===== src/design/pfe_div.sv =====
`timescale 1ns / 1ps
// Pipelined restoring divider: one quotient bit per register stage.
// Depends on nothing. Requires rem0 < den for an exact quotient.
module pfe_div #(
  parameter int DW = 32,
  parameter int QB = 17
) (
  input  logic          clk,
  input  logic          en,
  input  logic [DW-1:0] den,
  input  logic [DW-1:0] rem0,
  input  logic [QB-1:0] num,
  output logic [QB-1:0] quo
);

  logic [DW-1:0] rem_s [QB];
  logic [DW-1:0] den_s [QB];
  logic [QB-1:0] num_s [QB];
  logic [QB-1:0] quo_s [QB];

  for (genvar k = 0; k < QB; k++) begin : g_step
    logic [DW-1:0] rem_p;
    logic [DW-1:0] den_p;
    logic [QB-1:0] num_p;
    logic [QB-1:0] quo_p;
    logic [DW:0]   trial;
    logic          ge;

    if (k == 0) begin : g_first
      assign rem_p = rem0;
      assign den_p = den;
      assign num_p = num;
      assign quo_p = '0;
    end else begin : g_next
      assign rem_p = rem_s[k-1];
      assign den_p = den_s[k-1];
      assign num_p = num_s[k-1];
      assign quo_p = quo_s[k-1];
    end

    // bring down the next numerator bit and try the subtract
    always_comb begin
      trial = {rem_p, num_p[QB-1]};
      ge    = (trial >= {1'b0, den_p});
    end

    always_ff @(posedge clk) begin
      if (en) begin
        rem_s[k] <= ge ? DW'(trial - {1'b0, den_p}) : trial[DW-1:0];
        den_s[k] <= den_p;
        num_s[k] <= num_p << 1;
        quo_s[k] <= {quo_p[QB-2:0], ge};
      end
    end
  end

  assign quo = quo_s[QB-1];

endmodule


===== config.mk =====
export PLATFORM = sky130hd
export DESIGN_NAME = pfe_div
export DESIGN_NICKNAME = d
export VERILOG_FILES = /design/src/design/pfe_div.sv
export SDC_FILE = /design/constraint.sdc
export NUM_CORES = 2
export LEC_CHECK = 0
export BUFFER_PORTS_ARGS = -buffer_cell sky130_fd_sc_hd__buf_2
export CAP_MARGIN = 20
export CORE_MARGIN = 4
export CORE_UTILIZATION = 55
export DETAILED_ROUTE_END_ITERATION = 7
export GPL_ROUTABILITY_DRIVEN = 0
export PLACE_DENSITY = 0.76
export SLEW_MARGIN = 5
export SYNTH_ARGS = -nofsm -noshare
export SYNTH_HDL_FRONTEND = slang
export SYNTH_SLANG_ARGS = --single-unit

===== constraint.sdc =====
create_clock -name clk -period 4.6 [get_ports clk]
set_clock_uncertainty 0.1 [all_clocks]
set_input_delay 0.92 -clock clk [delete_from_list [all_inputs] [get_ports clk]]
set_output_delay 0.92 -clock clk [all_outputs]
set_load 0.005 [all_outputs]

==> reports/metrics.cfg <==
[grt]
grt_use_total_pct=22.7
antenna_found_initial=1
grt_overflow=0
met3_usage_pct=3.13
busiest_layer=met2
grtUsageMet1_pct=24.5
grt_pass1_wl_um=257000
grt_max_degree=117
grt_pass1_vias=50500
grtUsageMet2_pct=41.9

[critical_path]
critPathArrivalTime_ns=4.77
path_class=reg -> reg
critical_path.max_fanout=45
reg2reg_to=rem_s[0][471]
cp.required_ns=5.03
crit_end=rem_s[0][471]
r2r_cells=12
worst-r2r-setup-slack_ns=0.25
setup.worst_path.start_class=flop
critPathLaunch=den_s[0][417]
endpoint_kind=flop
regToRegStartpoint=den_s[0][417]

[timing]
min_period_over_period_pct=94.5
hold_violations=0
clock.fmax_mhz=230
final-setup-viol-count=0
rsz0062_at_grt=false
drv_slew=0
fin_ws_ns=0.255
min_period_ns=4.35
worst_slew_pin_slew_ns=1.01
relSlewSlack_pct=32.3
tns_ns=0
holdWs_ns=0.228

[routing]
wl_per_cell_um=18.9
postRouteAntennaNets=0
drtIter0Drc=3905
drc=0
routed_wl_um=162000
firstDrtPassIters=8
vias_per_cell=5.87
num_vias=50300

[logic_synthesis]
synthArstFlopShare_pct=0
syn_area_per_cell_um2=11.3
synth_ff_type=edfxtp_1
syn_nets=7162
syn-cell-area_mm2=0.0739
syn_inst=6519
synth-seq-area-share_pct=53.3
yosys.cell_types.count=82
ys_warn_count=0
synth_edf_count=1313
yosys_register_bits=1313

[final_layout]
final_common_cell=edfxtp_1
fillers=10300
diodes=0
fin_util_pct=61.1
final_cell_mix=edfxtp_1, inv_1, a21oi_1
fin_nets=7330
syn2layout_area_growth_pct=10.3
drive_above_1_share_pct=9.94

[min_path]
holdPathStages=1
min_path_type=in -> reg

[floorplan]
num_rows=134
die-height_um=375
coreArea_mm2=0.133
io_pins=100
dieArea_mm2=0.140
start_util_pct=55.4
die_width_um=375

[cts]
tritoncts=done
cts_root_buf=clkbuf_16
clk_latency_ns=0.78
cts_inserted_buffers=142
h-tree-depth=4
clk_path_buf_depth=3
cts_resized=0
path_clk_slew_ns=0.06
cts_num_sinks=1313
cts.hold.buffers_added=0
cts_setup_buffers=0

[pwr]
p_sw_mw=21.2
leakagePower_nw=33.6
pwr_density_cell_mw_per_mm2=700
swShare_pct=37.1
pwr-share-clk_pct=19.3
p_seq_share_pct=34.0
vdd_drop_max_mv=0.375
internal_power_mw=35.9
p_comb_share_pct=46.7

[place]
dp_hpwl_um=122000
pre_cts_slack_ns=0.145
portBuffers=99

[run_status]
status=finished clean

[flow_run]
drv_cap=0

==> registers in the layout (all words and copies together) (netlist names) <==
signal  flops
den_s     512
rem_s     512
quo_s     153
num_s     136
==> cell usage after synthesis, types with 24 or more instances <==
cell type  number  area (µm²)
a211oi_1       40         300
a21o_1        280        2100
a21oi_1       555        2780
a31oi_1        68         425
and2_1         24         150
and3_1         47         294
buf_2          25         125
clkbuf_1      129         484
edfxtp_1     1313       39400
ha_1          544        6810
inv_1         677        2540
mux2_2        216        2430
mux2_4         27         405
mux2i_1        26         260
nand2_1       431        1620
nand2b_1       55         344
nand3_1       118         591
nand4_1        93         582
nor2_1        373        1400
nor2b_1        70         438
nor3_1         72         360
nor4_1         26         163
o21a_1         69         518
o21ai_0       377        1890
o21bai_1       78         586
o31ai_1        31         233
xnor2_1       280        2450
xor2_1        158        1380
==> how the worst min path moves through the flow <==
stage | start | endpoint | slack (ns)
5_1_grt | num[14] | num_s[0][14] | 0.18
2_1_floorplan | num_s[0][85] | num_s[0][102] | 0.30
4_1_cts | num[13] | num_s[0][13] | 0.16
6_report | num[10] | num_s[0][10] | 0.23
3_3_place_gp | quo_s[7][14] | quo_s[7][32] | 0.30
3_5_place_dp | num_s[0][26] | num_s[0][43] | 0.30
==> layer usage <==
layer | part of all wire [%] | vias up
li1 | - | 24300
met1 | 37 | 23900
met3 | 4.7 | 489
met2 | 52 | 1640
met4 | 6.5 | 0
met5 | 0 | -
==> critical path, stage by stage, from the launching register on <==
cell and delay [ns]:
edfxtp_1 0.44, inv_1 0.08, ha_1 0.23, nor2b_1 0.13, o21ai_0 0.23, a21boi_0 0.28
o2111ai_1 0.43, a31oi_1 0.31, a2111oi_0 0.61, o21ai_0 0.30, a41oi_4 0.34, buf_12 0.25
mux2_2 0.36
==> stage by stage <==
step	instances	instance area (µm²)	total power, mW
after floorplan	6519	73900	39.1
after global placement	8311	77100	44.8
after detailed placement	8311	77100	45.7
after CTS	8568	81600	57.0
after global routing	8568	81600	60.8
final	8568	81600	57.1
==> power groups by stage <==
stage          Sequential [mW]  Combinational, mW  Clock (mW)
5_1_grt                   19.7               29.4        11.8
3_5_place_dp              19.6               26.1           0
6_report                  19.4               26.7        11.0
2_1_floorplan             18.8               20.3           0
4_1_cts                   19.4               26.3        11.3
3_3_place_gp              19.5               25.3           0
==> kinds of logic (layout without fill, tap and decap cells) <==
logic type	count (synthesis)	in the layout	share of synthesized area [%]
compound gates	1719	1719	14.6
xor+xnor	438	438	5.19
fa+ha+maj	560	560	9.64
buf+inv	844	1125	4.38
flops	1313	1313	53.3
mux	269	269	4.19
simple gates	1376	1376	8.71
==> layout make-up <==
type,instances,area (µm²),area share (%)
Clock buffer,172,3710,4.55
Clock inverter,85,772,0.946
Inverter,677,2540,3.11
Multi-Input combinational cell,4362,31400,38.5
Sequential cell,1313,39400,48.3
Tap cell,1768,2210,2.71
Timing Repair Buffer,191,1550,1.90
Note: power is estimated with default switching activity, not from simulation.
