--- src/design/pfe_isqrt.sv ---
`timescale 1ns / 1ps
// Pipelined integer square root (floor), one root bit per register stage.
// Depends on nothing.
module pfe_isqrt #(
  parameter int IW = 64
) (
  input  logic            clk,
  input  logic            en,
  input  logic [IW-1:0]   x,
  output logic [IW/2-1:0] root
);

  localparam int RW = IW / 2;

  logic [IW-1:0] x_s   [RW];
  logic [RW-1:0] q_s   [RW];
  logic [RW+1:0] rem_s [RW];

  for (genvar k = 0; k < RW; k++) begin : g_step
    logic [IW-1:0] x_p;
    logic [RW-1:0] q_p;
    logic [RW+1:0] rem_p;
    logic [RW+3:0] r;
    logic [RW+3:0] t;
    logic          ge;

    if (k == 0) begin : g_first
      assign x_p   = x;
      assign q_p   = '0;
      assign rem_p = '0;
    end else begin : g_next
      assign x_p   = x_s[k-1];
      assign q_p   = q_s[k-1];
      assign rem_p = rem_s[k-1];
    end

    // take the next two radicand bits, trial subtract 4q+1
    always_comb begin
      r  = {rem_p, x_p[IW-1:IW-2]};
      t  = {2'b00, q_p, 2'b01};
      ge = (r >= t);
    end

    always_ff @(posedge clk) begin
      if (en) begin
        x_s[k]   <= x_p << 2;
        q_s[k]   <= {q_p[RW-2:0], ge};
        rem_s[k] <= ge ? (RW+2)'(r - t) : r[RW+1:0];
      end
    end
  end

  assign root = q_s[RW-1];

endmodule
--- config.mk ---
export PLATFORM = sky130hd
export DESIGN_NAME = pfe_isqrt
export DESIGN_NICKNAME = d
export VERILOG_FILES = /design/src/design/pfe_isqrt.sv
export SDC_FILE = /design/constraint.sdc
export NUM_CORES = 2
export LEC_CHECK = 0
export BUFFER_PORTS_ARGS = -buffer_cell sky130_fd_sc_hd__buf_2
export CAP_MARGIN = 0
export CELL_PAD_IN_SITES_DETAIL_PLACEMENT = 1
export CELL_PAD_IN_SITES_GLOBAL_PLACEMENT = 2
export CORE_AREA = 5 5 517 519
export DETAILED_ROUTE_END_ITERATION = 6
export DIE_AREA = 0 0 522 524
export GPL_ROUTABILITY_DRIVEN = 0
export PLACE_DENSITY_LB_ADDON = 0.1
export SLEW_MARGIN = 20
export SYNTH_ARGS = -nofsm -noshare
export SYNTH_HDL_FRONTEND = slang
export SYNTH_MEMORY_MAX_BITS = 65536
export SYNTH_SLANG_ARGS = --single-unit
--- constraint.sdc ---
create_clock -name clk -period 3.9 [get_ports clk]
set_input_delay 0.585 -clock clk [delete_from_list [all_inputs] [get_ports clk]]
set_output_delay 0.585 -clock clk [all_outputs]
set_load 0.03 [all_outputs]
==> results.cfg <==
[layout]
layout-drive-gt1-share_pct = 8.66
final_net_count = 10200
layout-area-overhead-vs-synth_pct = 13.9

[global_route]
grt_antenna_before_repair = 2
gr-total-overflow = 0
grt_pass1_vias = 74700
pin_count_of_the_biggest_net_entering_global_routing = 118
grt_pass1_wl_um = 428000
global_route.usage.total_pct = 19.7

[pwr]
vdd.ir_drop.worst_mv = 0.370
p_int_w = 0.0568
power_frac_comb_pct = 20.1
clk_network_pwr_share_pct = 33.7
switching_power_w = 0.0226
static-leakage-power_nw = 50.9
power_switching_share_pct = 28.5
power.share.sequential_pct = 46.1
power_density_nw_per_um2 = 595

[worst_setup_path]
endpoint_kind = flip-flop
critPathLaunchType = flip-flop
worst-r2r-setup-slack_ns = 0.26
worst_ep_required_time_ns = 4.49
worst-endpoint-arrival_ns = 4.23
timing.critical_path.fanout_max = 5
critical_path_class = reg2reg

[clock_network]
cts_setup_buffers = 0
clock_sinks = 2523
cts_buffers = 290
cts_buffer_depth = 4
clockRootBuffer = clkbuf_16
clock_tree_from_tritoncts = yes
htree_levels = 5
path_clk_slew_ns = 0.06
clk-insertion-delay-late_ns = 0.88

[logic_synthesis]
synth-edff-count = 2523
avgSynthCellArea_um2 = 12.9
postSynthCellCount = 9058
netlist.area_leader.share_pct = 64.6
yosysSeqAreaShare_pct = 64.6
most_frequent_cell_after_synthesis = edfxtp_1
top_area_cells_in_the_synthesized_netlist = edfxtp_1 (65%), ha_1 (6.0%), xor2_1 (3.3%)
yosys_synthesis_warning_count = 0
synth-async-reset-ratio_pct = 0
ys_types = 87
synth_top_area_cell = edfxtp_1
ys_dominant_reg_cell = edfxtp_1
postSynthNetCount = 9686
netlist_area_um2 = 117000
postSynthRegisterBits = 2523
synthTopCellsByCount = edfxtp_1 (2523), inv_1 (702), nand2_1 (680)

[route]
drtPass1Iterations = 7
vias = 70800
initialDrtViolationCount = 4103
wl_per_cell_um = 20.5
drt.antenna.violating_nets = 0
drc = 0
wirelength_um = 272000
drt-vias-per-instance = 5.34

[flow_run]
number_of_maximum_capacitance_violations = 0

[timing]
final-hold-violation-count = 0
final_period_minus_worst_setup_slack_ns = 3.64
timing.max_slew.rel_slack_pct = 33.6
finalClockSkew_ns = 0.0324
fin_worst_hold_slack_ns = 0.231
final_min_period_over_clock_period_pct = 93.3
setup_tns_ns = 0
max_slew.worst_pin.slew_ns = 0.971
achievable-frequency_ghz = 0.275
setup_violating_endpoint_count_in_the_final_report = 0
slew_violations = 0

[die]
design.core.area_um2 = 262000
initial_core_util_pct = 44.8
die-width_um = 522
top_level_ports = 98
chipHeight_um = 524
core.rowCount = 188
design.die.area_um2 = 274000

[placed_design]
port_buffers = 97
hpwl_dp_um = 201000

[outcome]
run_status = finished clean

[worst_hold_path]
holdCritPathClass = in2reg
## stage by stage
stage	area (µm²)	worst slack [ns]	std cells	utilization [%]	total power (W)
after CTS	134000	0.101	13300	51.1	0.0806
after global placement	124000	0.170	12700	47.2	0.0529
after global routing	134000	-0.00479	13300	51.1	0.0838
after floorplan	117000	0.495	9058	-	0.0473
after detailed placement	124000	0.140	12700	47.2	0.0532
final	134000	0.261	13300	51.1	0.0794
## final timing paths
kind / from / endpoint / depth (start not counted)
worst max register to register: rem_s[0][182]$_DFFE_PP_ / rem_s[0][235]$_DFFE_PP_ / 8
worst min register to register: x_s[0][977]$_DFFE_PP_ / x_s[1][49]$_DFFE_PP_ / 0
worst max-delay path: rem_s[0][182]$_DFFE_PP_ / rem_s[0][235]$_DFFE_PP_ / 8
worst min-delay path: en / x_s[0][33]$_DFFE_PP_ / 1
## cell usage in the layout (no fill, tap or decap), drive strengths merged, types with 23 or more instances in the layout
cell / synthesis / routed
edfxtp: 2523 / 2523
inv: 702 / 711
nand2: 680 / 680
ha: 562 / 562
o21ai: 549 / 549
nor2: 537 / 537
a21oi: 513 / 513
xor2: 447 / 447
xnor2: 408 / 408
clkbuf: 148 / 344
buf: 15 / 284
a21o: 230 / 230
nor3: 213 / 213
nor4: 137 / 137
nand2b: 127 / 127
nand3: 119 / 119
clkinv: 1 / 114
or3: 94 / 94
o21a: 93 / 93
nand4: 77 / 77
nor2b: 70 / 70
dlygate4sd3: 0 / 65
or4: 64 / 64
mux2: 63 / 63
a211oi: 55 / 55
a31oi: 52 / 52
o21bai: 51 / 51
and3: 48 / 48
o31ai: 48 / 48
or2: 40 / 40
o211ai: 32 / 32
a21boi: 30 / 30
bufinv: 0 / 29
nor3b: 24 / 24
nand3b: 23 / 23
## cell families after synthesis
logic type      share of synthesized area (%)
fa+ha+maj                                6.00
simple gates                             9.72
other cells                           0.00320
buf+inv                                  2.79
xor+xnor                                 6.39
mux                                     0.733
flops                                    64.6
compound gates                           9.75
## worst max-delay path, cell delays in order (launching register included)
cell	delay, ns
edfxtp_1	0.45
or4_1	0.59
or3_1	0.38
or3_1	0.33
or4_1	0.47
nand4b_1	0.34
or2_2	0.42
nor3b_1	0.29
xor2_1	0.11
## metal layers
layer | global-route usage [%] | share of wire [%] | vias up
li1 | - | - | 34500
met1 | 25.3 | 44 | 35100
met2 | 35.5 | 51 | 864
met3 | 2.10 | 2.7 | 403
met4 | 5.21 | 2.5 | 2
met5 | 0 | 0.0048 | -
## cell type report
cell class | instances | area [µm²]
Inverter | 703 | 2640
Multi-Input combinational cell | 5669 | 38400
Fill cell | 26300 | 128000
Sequential cell | 2523 | 75800
Clock inverter | 167 | 1720
Tap cell | 3515 | 4400
Timing Repair Buffer | 349 | 3030
Clock buffer | 344 | 7650
Antenna cell | 1 | 2.50
## state kept, by name, summed over array words and instances, names as in the netlist
signal / flops
x_s: 992
rem_s: 1003
q_s: 528
## power groups by stage
stage | logic (W) | registers (W) | clock network, W
detailed placement | 0.0160 | 0.0373 | 0
finish | 0.0160 | 0.0366 | 0.0268
CTS | 0.0162 | 0.0367 | 0.0277
global placement | 0.0157 | 0.0372 | 0
floorplan | 0.0113 | 0.0360 | 0
global route | 0.0179 | 0.0370 | 0.0289
## timing repair
action,in CTS,in global routing
gates resized for setup,0,7
hold buffers,65,0
endpoints found under the setup margin,0,16
hold endpoints to repair,65,0
Note: power is estimated with default switching activity, not from simulation.
