==> src/design/pfe_delay.sv <==
`timescale 1ns / 1ps
// Enable-gated delay line that keeps side data aligned with the long units.
// Depends on nothing.
module pfe_delay #(
  parameter int W     = 8,
  parameter int DEPTH = 4
) (
  input  logic         clk,
  input  logic         en,
  input  logic [W-1:0] din,
  output logic [W-1:0] dout
);

  logic [W-1:0] sr [DEPTH];

  // shift one place per advancing cycle
  always_ff @(posedge clk) begin
    if (en) begin
      sr[0] <= din;
      for (int i = 1; i < DEPTH; i++) begin
        sr[i] <= sr[i-1];
      end
    end
  end

  assign dout = sr[DEPTH-1];

endmodule

==> config.mk <==
export PLATFORM = sky130hd
export DESIGN_NAME = pfe_delay
export DESIGN_NICKNAME = d
export VERILOG_FILES = /design/src/design/pfe_delay.sv
export SDC_FILE = /design/constraint.sdc
export NUM_CORES = 1
export LEC_CHECK = 0
export ABC_AREA = 1
export BUFFER_PORTS_ARGS = -buffer_cell sky130_fd_sc_hd__buf_2
export CELL_PAD_IN_SITES_DETAIL_PLACEMENT = 2
export CELL_PAD_IN_SITES_GLOBAL_PLACEMENT = 2
export CORE_MARGIN = 3
export CORE_UTILIZATION = 43
export DETAILED_ROUTE_END_ITERATION = 7
export MAX_ROUTING_LAYER = met4
export PLACE_DENSITY_LB_ADDON = 0.1
export SLEW_MARGIN = 40
export SYNTH_ARGS = -nofsm -noshare
export SYNTH_HDL_FRONTEND = slang
export SYNTH_SLANG_ARGS = --single-unit
==> constraint.sdc <==
create_clock -name clk -period 1.4 [get_ports clk]
set_clock_uncertainty 0.15 [all_clocks]
set_input_delay 0.07 -clock clk [delete_from_list [all_inputs] [get_ports clk]]
set_output_delay 0.07 -clock clk [all_outputs]
set_load 0.05 [all_outputs]
==> metrics.yaml, run 1 <==
nFillCells: 168
start_util_pct: 47.1
cts_sinks: 32
grt.total_usage_pct: 19.1
syn_avg_cell_area_um2: 30.0
gp_congestion: 0.620
fmax_mhz: 867
antenna_found_initial: 0
reg2reg_from: "sr[2][2]$_DFFE_PP_"
worst_pin_slew_ns: 0.254
status: "completed"
htreeDepth: 2
clock-root-buffer: "clkbuf_4"
reg_top3: "sr (32)"
via_per_inst: 4.78
period_share_pct: 82.4
routed_wl_um: 2080
synth_top_area_share_pct: 100
top_register: "sr"
n_antenna_cell: 0
power_density_nw_per_um2: 1570
drt_iter0_markers: 13
slowest_stage: "edfxtp_1"
crit_path_start: "sr[3][0]$_DFFE_PP_"
clock_path_buffers: 2
io_pins: 18
cap_viol_max_count: 0
min_period_ns: 1.15
ir_worst_vdd_v: 0.000933
cp.required_ns: 1.18
numCtsBuffers: 5
area_growth_pct: 30.2
worst-path-buf-inv: 1
min-delay-start: "en"
synth_area_leaders: "edfxtp_1 100%"
setup_violations: 0
first_global_vias: 524
synth.distinct_cells: 1
mostFrequentLayoutCells: "32 x edfxtp_1, 17 x buf_2, 8 x dlygate4sd3_1"
min_path_type: "primary input to register"
tns_ns: 0
core_area_um2: 2040
worst_setup_path_end_kind: "output port"
yosysSeqAreaShare_pct: 100
via_count: 449
fp.dieArea_um2: 2840
crit_path_max_fanout: 1
synthCells: 32
max_stage_delay_ns: 0.39
drtPass1Iterations: 4
multi_input_gates: 0
startpoint_type: "register"
synth_top_cell_by_area: "edfxtp_1"
hold_viol: 0
netlist_area_um2: 961
layout_commonest_cell: "edfxtp_1"
gr-total-overflow: 0
antenna_left: 0
max-slew-margin-rel_pct: 83.2
cts_tree: "yes"
clock_latency_ns: 0.33
final_layout_size_suffix_gt1_share_pct: 38.8
largest_reg_flops: 32
rows: 16
path_clk_slew_ns: 0.11
grt_max_degree: 17
routedWlPerCell_um: 22.1
maxSlewViolCount: 0
multi_input_area_um2: 0
fin_nets: 76
worstSetupPathType: "register to output port"
grt_first_pass_wirelength_um: 3050
die_h_um: 53.3
path_cells: "buf_2"
die_w_um: 53.3
synth-seq-cells: 32
critical_path.top_delay_family: "flip-flops"
p_total_mw: 1.96
post_cts_buffers: 0
rsz0062_at_grt: "no"
drcViolationCount: 0
io_buffers: 17
syn_nets: 42
critPathArrivalTime_ns: 0.93
leakagePower_nw: 0.465
yosys_warnings: 0
==> worst paths after layout <==
path	to	slack [ns]	cells past startpoint
setup / recovery	dout[0]	0.25	1
hold / removal	sr[0][1]$_DFFE_PP_	0.07	2
setup reg to reg	sr[3][2]$_DFFE_PP_	0.56	0
hold reg to reg	sr[3][4]$_DFFE_PP_	0.28	0
==> logic make-up (layout without fill, tap and decap cells) <==
| family | Yosys count | count (layout) | synth area share [%] |
|---|---|---|---|
| buffers and inverters | 0 | 35 | 0 |
| DFF | 32 | 32 | 100 |
==> cell type report <==
cell class            count  area [um2]  area share [%]
Clock buffer              6        41.3            3.30
Clock inverter            2        35.0            2.80
Timing Repair Buffer     27         180            14.4
Sequential cell          32         961            76.8
Tap cell                 27        33.8            2.70
==> cell usage after synthesis <==
| library cell | instances |
|---|---|
| edfxtp_1 | 32 |
==> stage by stage <==
stage | cells | setup slack (ns) | util, % | hold WS, ns | instance area (um2)
after CTS | 94 | 0.253 | 61.3 | 0.0680 | 1250
after global placement | 78 | 0.575 | 53.6 | 0.0958 | 1090
after global routing | 94 | 0.189 | 61.3 | 0.0684 | 1250
final | 94 | 0.246 | 61.3 | 0.0742 | 1250
after floorplan | 32 | 0.579 | - | 0.0189 | 961
after detailed placement | 78 | 0.523 | 53.6 | 0.0992 | 1090
==> per-layer routing <==
metal / routed length (um) / share of wire (%) / track usage [%] / vias to the layer above
li1: - / - / - / 198
met1: 866 / 42 / 19.7 / 215
met2: 955 / 46 / 27.8 / 28
met3: 155 / 7.5 / 8.45 / 8
met4: 99 / 4.8 / 15.7 / 0
met5: 0 / 0 / - / -
==> power breakdown <==
group | leakage [nW] | total, mW | internal [mW] | switching, mW
Sequential | 0.313 | 1.15 | 1.13 | 0.0230
Clock | 0.0422 | 0.698 | 0.374 | 0.323
Combinational | 0.110 | 0.115 | 0.0358 | 0.0792
Total | 0.465 | 1.96 | 1.54 | 0.425
==> repair_timing <==
| action | CTS | global route |
|---|---|---|
| gates resized for setup | 0 | 0 |
| hold buffers | 8 | 0 |
| hold endpoints to repair | 8 | 0 |
Note: power is estimated with default switching activity, not from simulation.
==> run 2: changes to the inputs <==
--- a/config.mk
+++ b/config.mk
@@ -10,7 +10,7 @@
 export CELL_PAD_IN_SITES_DETAIL_PLACEMENT = 2
 export CELL_PAD_IN_SITES_GLOBAL_PLACEMENT = 2
 export CORE_MARGIN = 3
-export CORE_UTILIZATION = 43
+export CORE_UTILIZATION = 36
 export DETAILED_ROUTE_END_ITERATION = 7
 export MAX_ROUTING_LAYER = met4
 export PLACE_DENSITY_LB_ADDON = 0.1
==> constraint.sdc (replaced) <==
create_clock -name clk -period 1 [get_ports clk]
set_clock_uncertainty 0.15 [all_clocks]
set_input_delay 0.05 -clock clk [delete_from_list [all_inputs] [get_ports clk]]
set_output_delay 0.05 -clock clk [all_outputs]
set_load 0.05 [all_outputs]
==> run 2 against run 1 <==
The run now ends with negative setup slack left. Sequential power increased by 39%. Combinational power increased by 63%. First-iteration DRC count decreased by 77%. Clock power decreased by 16%. Final cell count unchanged. Setup slack got worse by 0.33 ns. Critical endpoint is now dout[4].
==> metrics.yaml, run 2 (synthesis gave the netlist of run 1 again) <==
status: "finished, violations left"
violations: "negative setup slack"
htreeDepth: 2
grt.total_usage_pct: 9.91
start_util_pct: 38.4
rsz0062_at_grt: "yes"
nFillCells: 210
critical_path.top_delay_family: "flip-flops"
largest_reg_flops: 32
worst-path-buf-inv: 1
post_cts_buffers: 0
routed_wl_um: 1290
min_path_type: "primary input to register"
p_total_mw: 2.38
gp_congestion: 0.543
fin_nets: 76
final_layout_size_suffix_gt1_share_pct: 37.5
startpoint_type: "register"
multi_input_gates: 0
core_area_um2: 2500
ir_worst_vdd_v: 0.000910
drtPass1Iterations: 4
tns_ns: -0.543
fin_ws_ns: -0.0823
critPathArrivalTime_ns: 0.88
mostFrequentLayoutCells: "32 x edfxtp_1, 9 x buf_2, 8 x dlygate4sd3_1, 8 x buf_6, 5 x clkbuf_4"
io_pins: 18
routedWlPerCell_um: 13.7
clock-root-buffer: "clkbuf_4"
layout_commonest_cell: "edfxtp_1"
cts_tree: "yes"
rows: 18
path_depth: 1
reg2reg_from: "sr[1][7]$_DFFE_PP_"
cts_sinks: 32
hold_viol: 0
min_period_ns: 1.08
cap_viol_max_count: 0
fp.dieArea_um2: 3330
setup_violations: 8
antenna_left: 0
via_count: 411
power_density_nw_per_um2: 1840
numCtsBuffers: 5
area_growth_pct: 34.4
clock_latency_ns: 0.31
r2r_cells: 0
clock_path_buffers: 2
whs_path_depth: 2
leakagePower_nw: 0.472
gr-total-overflow: 0
max-slew-margin-rel_pct: 92.2
n_antenna_cell: 0
via_per_inst: 4.37
min-delay-start: "en"
die_w_um: 57.7
fmax_mhz: 924
drt_iter0_markers: 3
first_global_vias: 440
worst_pin_slew_ns: 0.118
io_buffers: 17
path_cells: "buf_6"
period_share_pct: 108
grt_first_pass_wirelength_um: 2080
max_stage_delay_ns: 0.40
fin_hold_ws_ns: 0.0202
reg_top3: "sr (32)"
multi_input_area_um2: 0
cp.required_ns: 0.80
path_clk_slew_ns: 0.08
top_register: "sr"
slowest_stage: "edfxtp_1"
grt_max_degree: 17
crit_path_start: "sr[3][4]$_DFFE_PP_"
worst_setup_path_end_kind: "output port"
drcViolationCount: 0
die_h_um: 57.7
crit_path_max_fanout: 1
worstSetupPathType: "register to output port"
r2r_slack_ns: 0.21
antenna_found_initial: 0
maxSlewViolCount: 0
[run 2: cell types whose count changed in the layout (fill, tap and decap cells not counted), sizes merged]
| cell | delta |
|---|---|
| bufinv | -1 |
| clkbuf | -1 |
| clkinv | -1 |
[run 2: worst paths after layout]
path	end
min reg2reg	sr[1][2]$_DFFE_PP_
min	sr[1][5]$_DFFE_PP_
max	dout[4]
max reg2reg	sr[2][7]$_DFFE_PP_
[run 2: through the flow]
step	instances	worst slack (ns)	instance area, um2	util, %
2_1_floorplan	32	0.199	961	-
5_1_grt	94	-0.142	1290	51.7
3_3_place_gp	81	0.216	1120	44.9
4_1_cts	94	-0.117	1290	51.7
6_report	94	-0.0823	1290	51.7
3_5_place_dp	81	0.185	1120	44.9
[run 2: power breakdown]
group	switching (mW)	internal (mW)
sequential	0.0262	1.58
combinational	0.105	0.0815
clock	0.351	0.234
[run 2: layout make-up]
cell class | instances | area, um2 | area share, %
sequential | 32 | 961 | 74.4
tap | 30 | 37.5 | 2.91
clock buffer | 5 | 37.5 | 2.91
timing repair buffer | 27 | 255 | 19.8
[run 2: what timing repair did]
action                                 4_1_cts  5_1_grt
setup endpoints to repair                    8        8
endpoints found under the hold margin        8        0
hold buffers                                 8        0
resized for setup                           16        0
[run 2: routing by layer]
metal | GRT usage [%] | up-vias | share of wire, %
met5 | - | - | 0
met2 | 14.2 | 22 | 50
li1 | - | 195 | -
met1 | 10.0 | 191 | 39
met3 | 5.12 | 3 | 9.1
met4 | 7.95 | 0 | 2.6
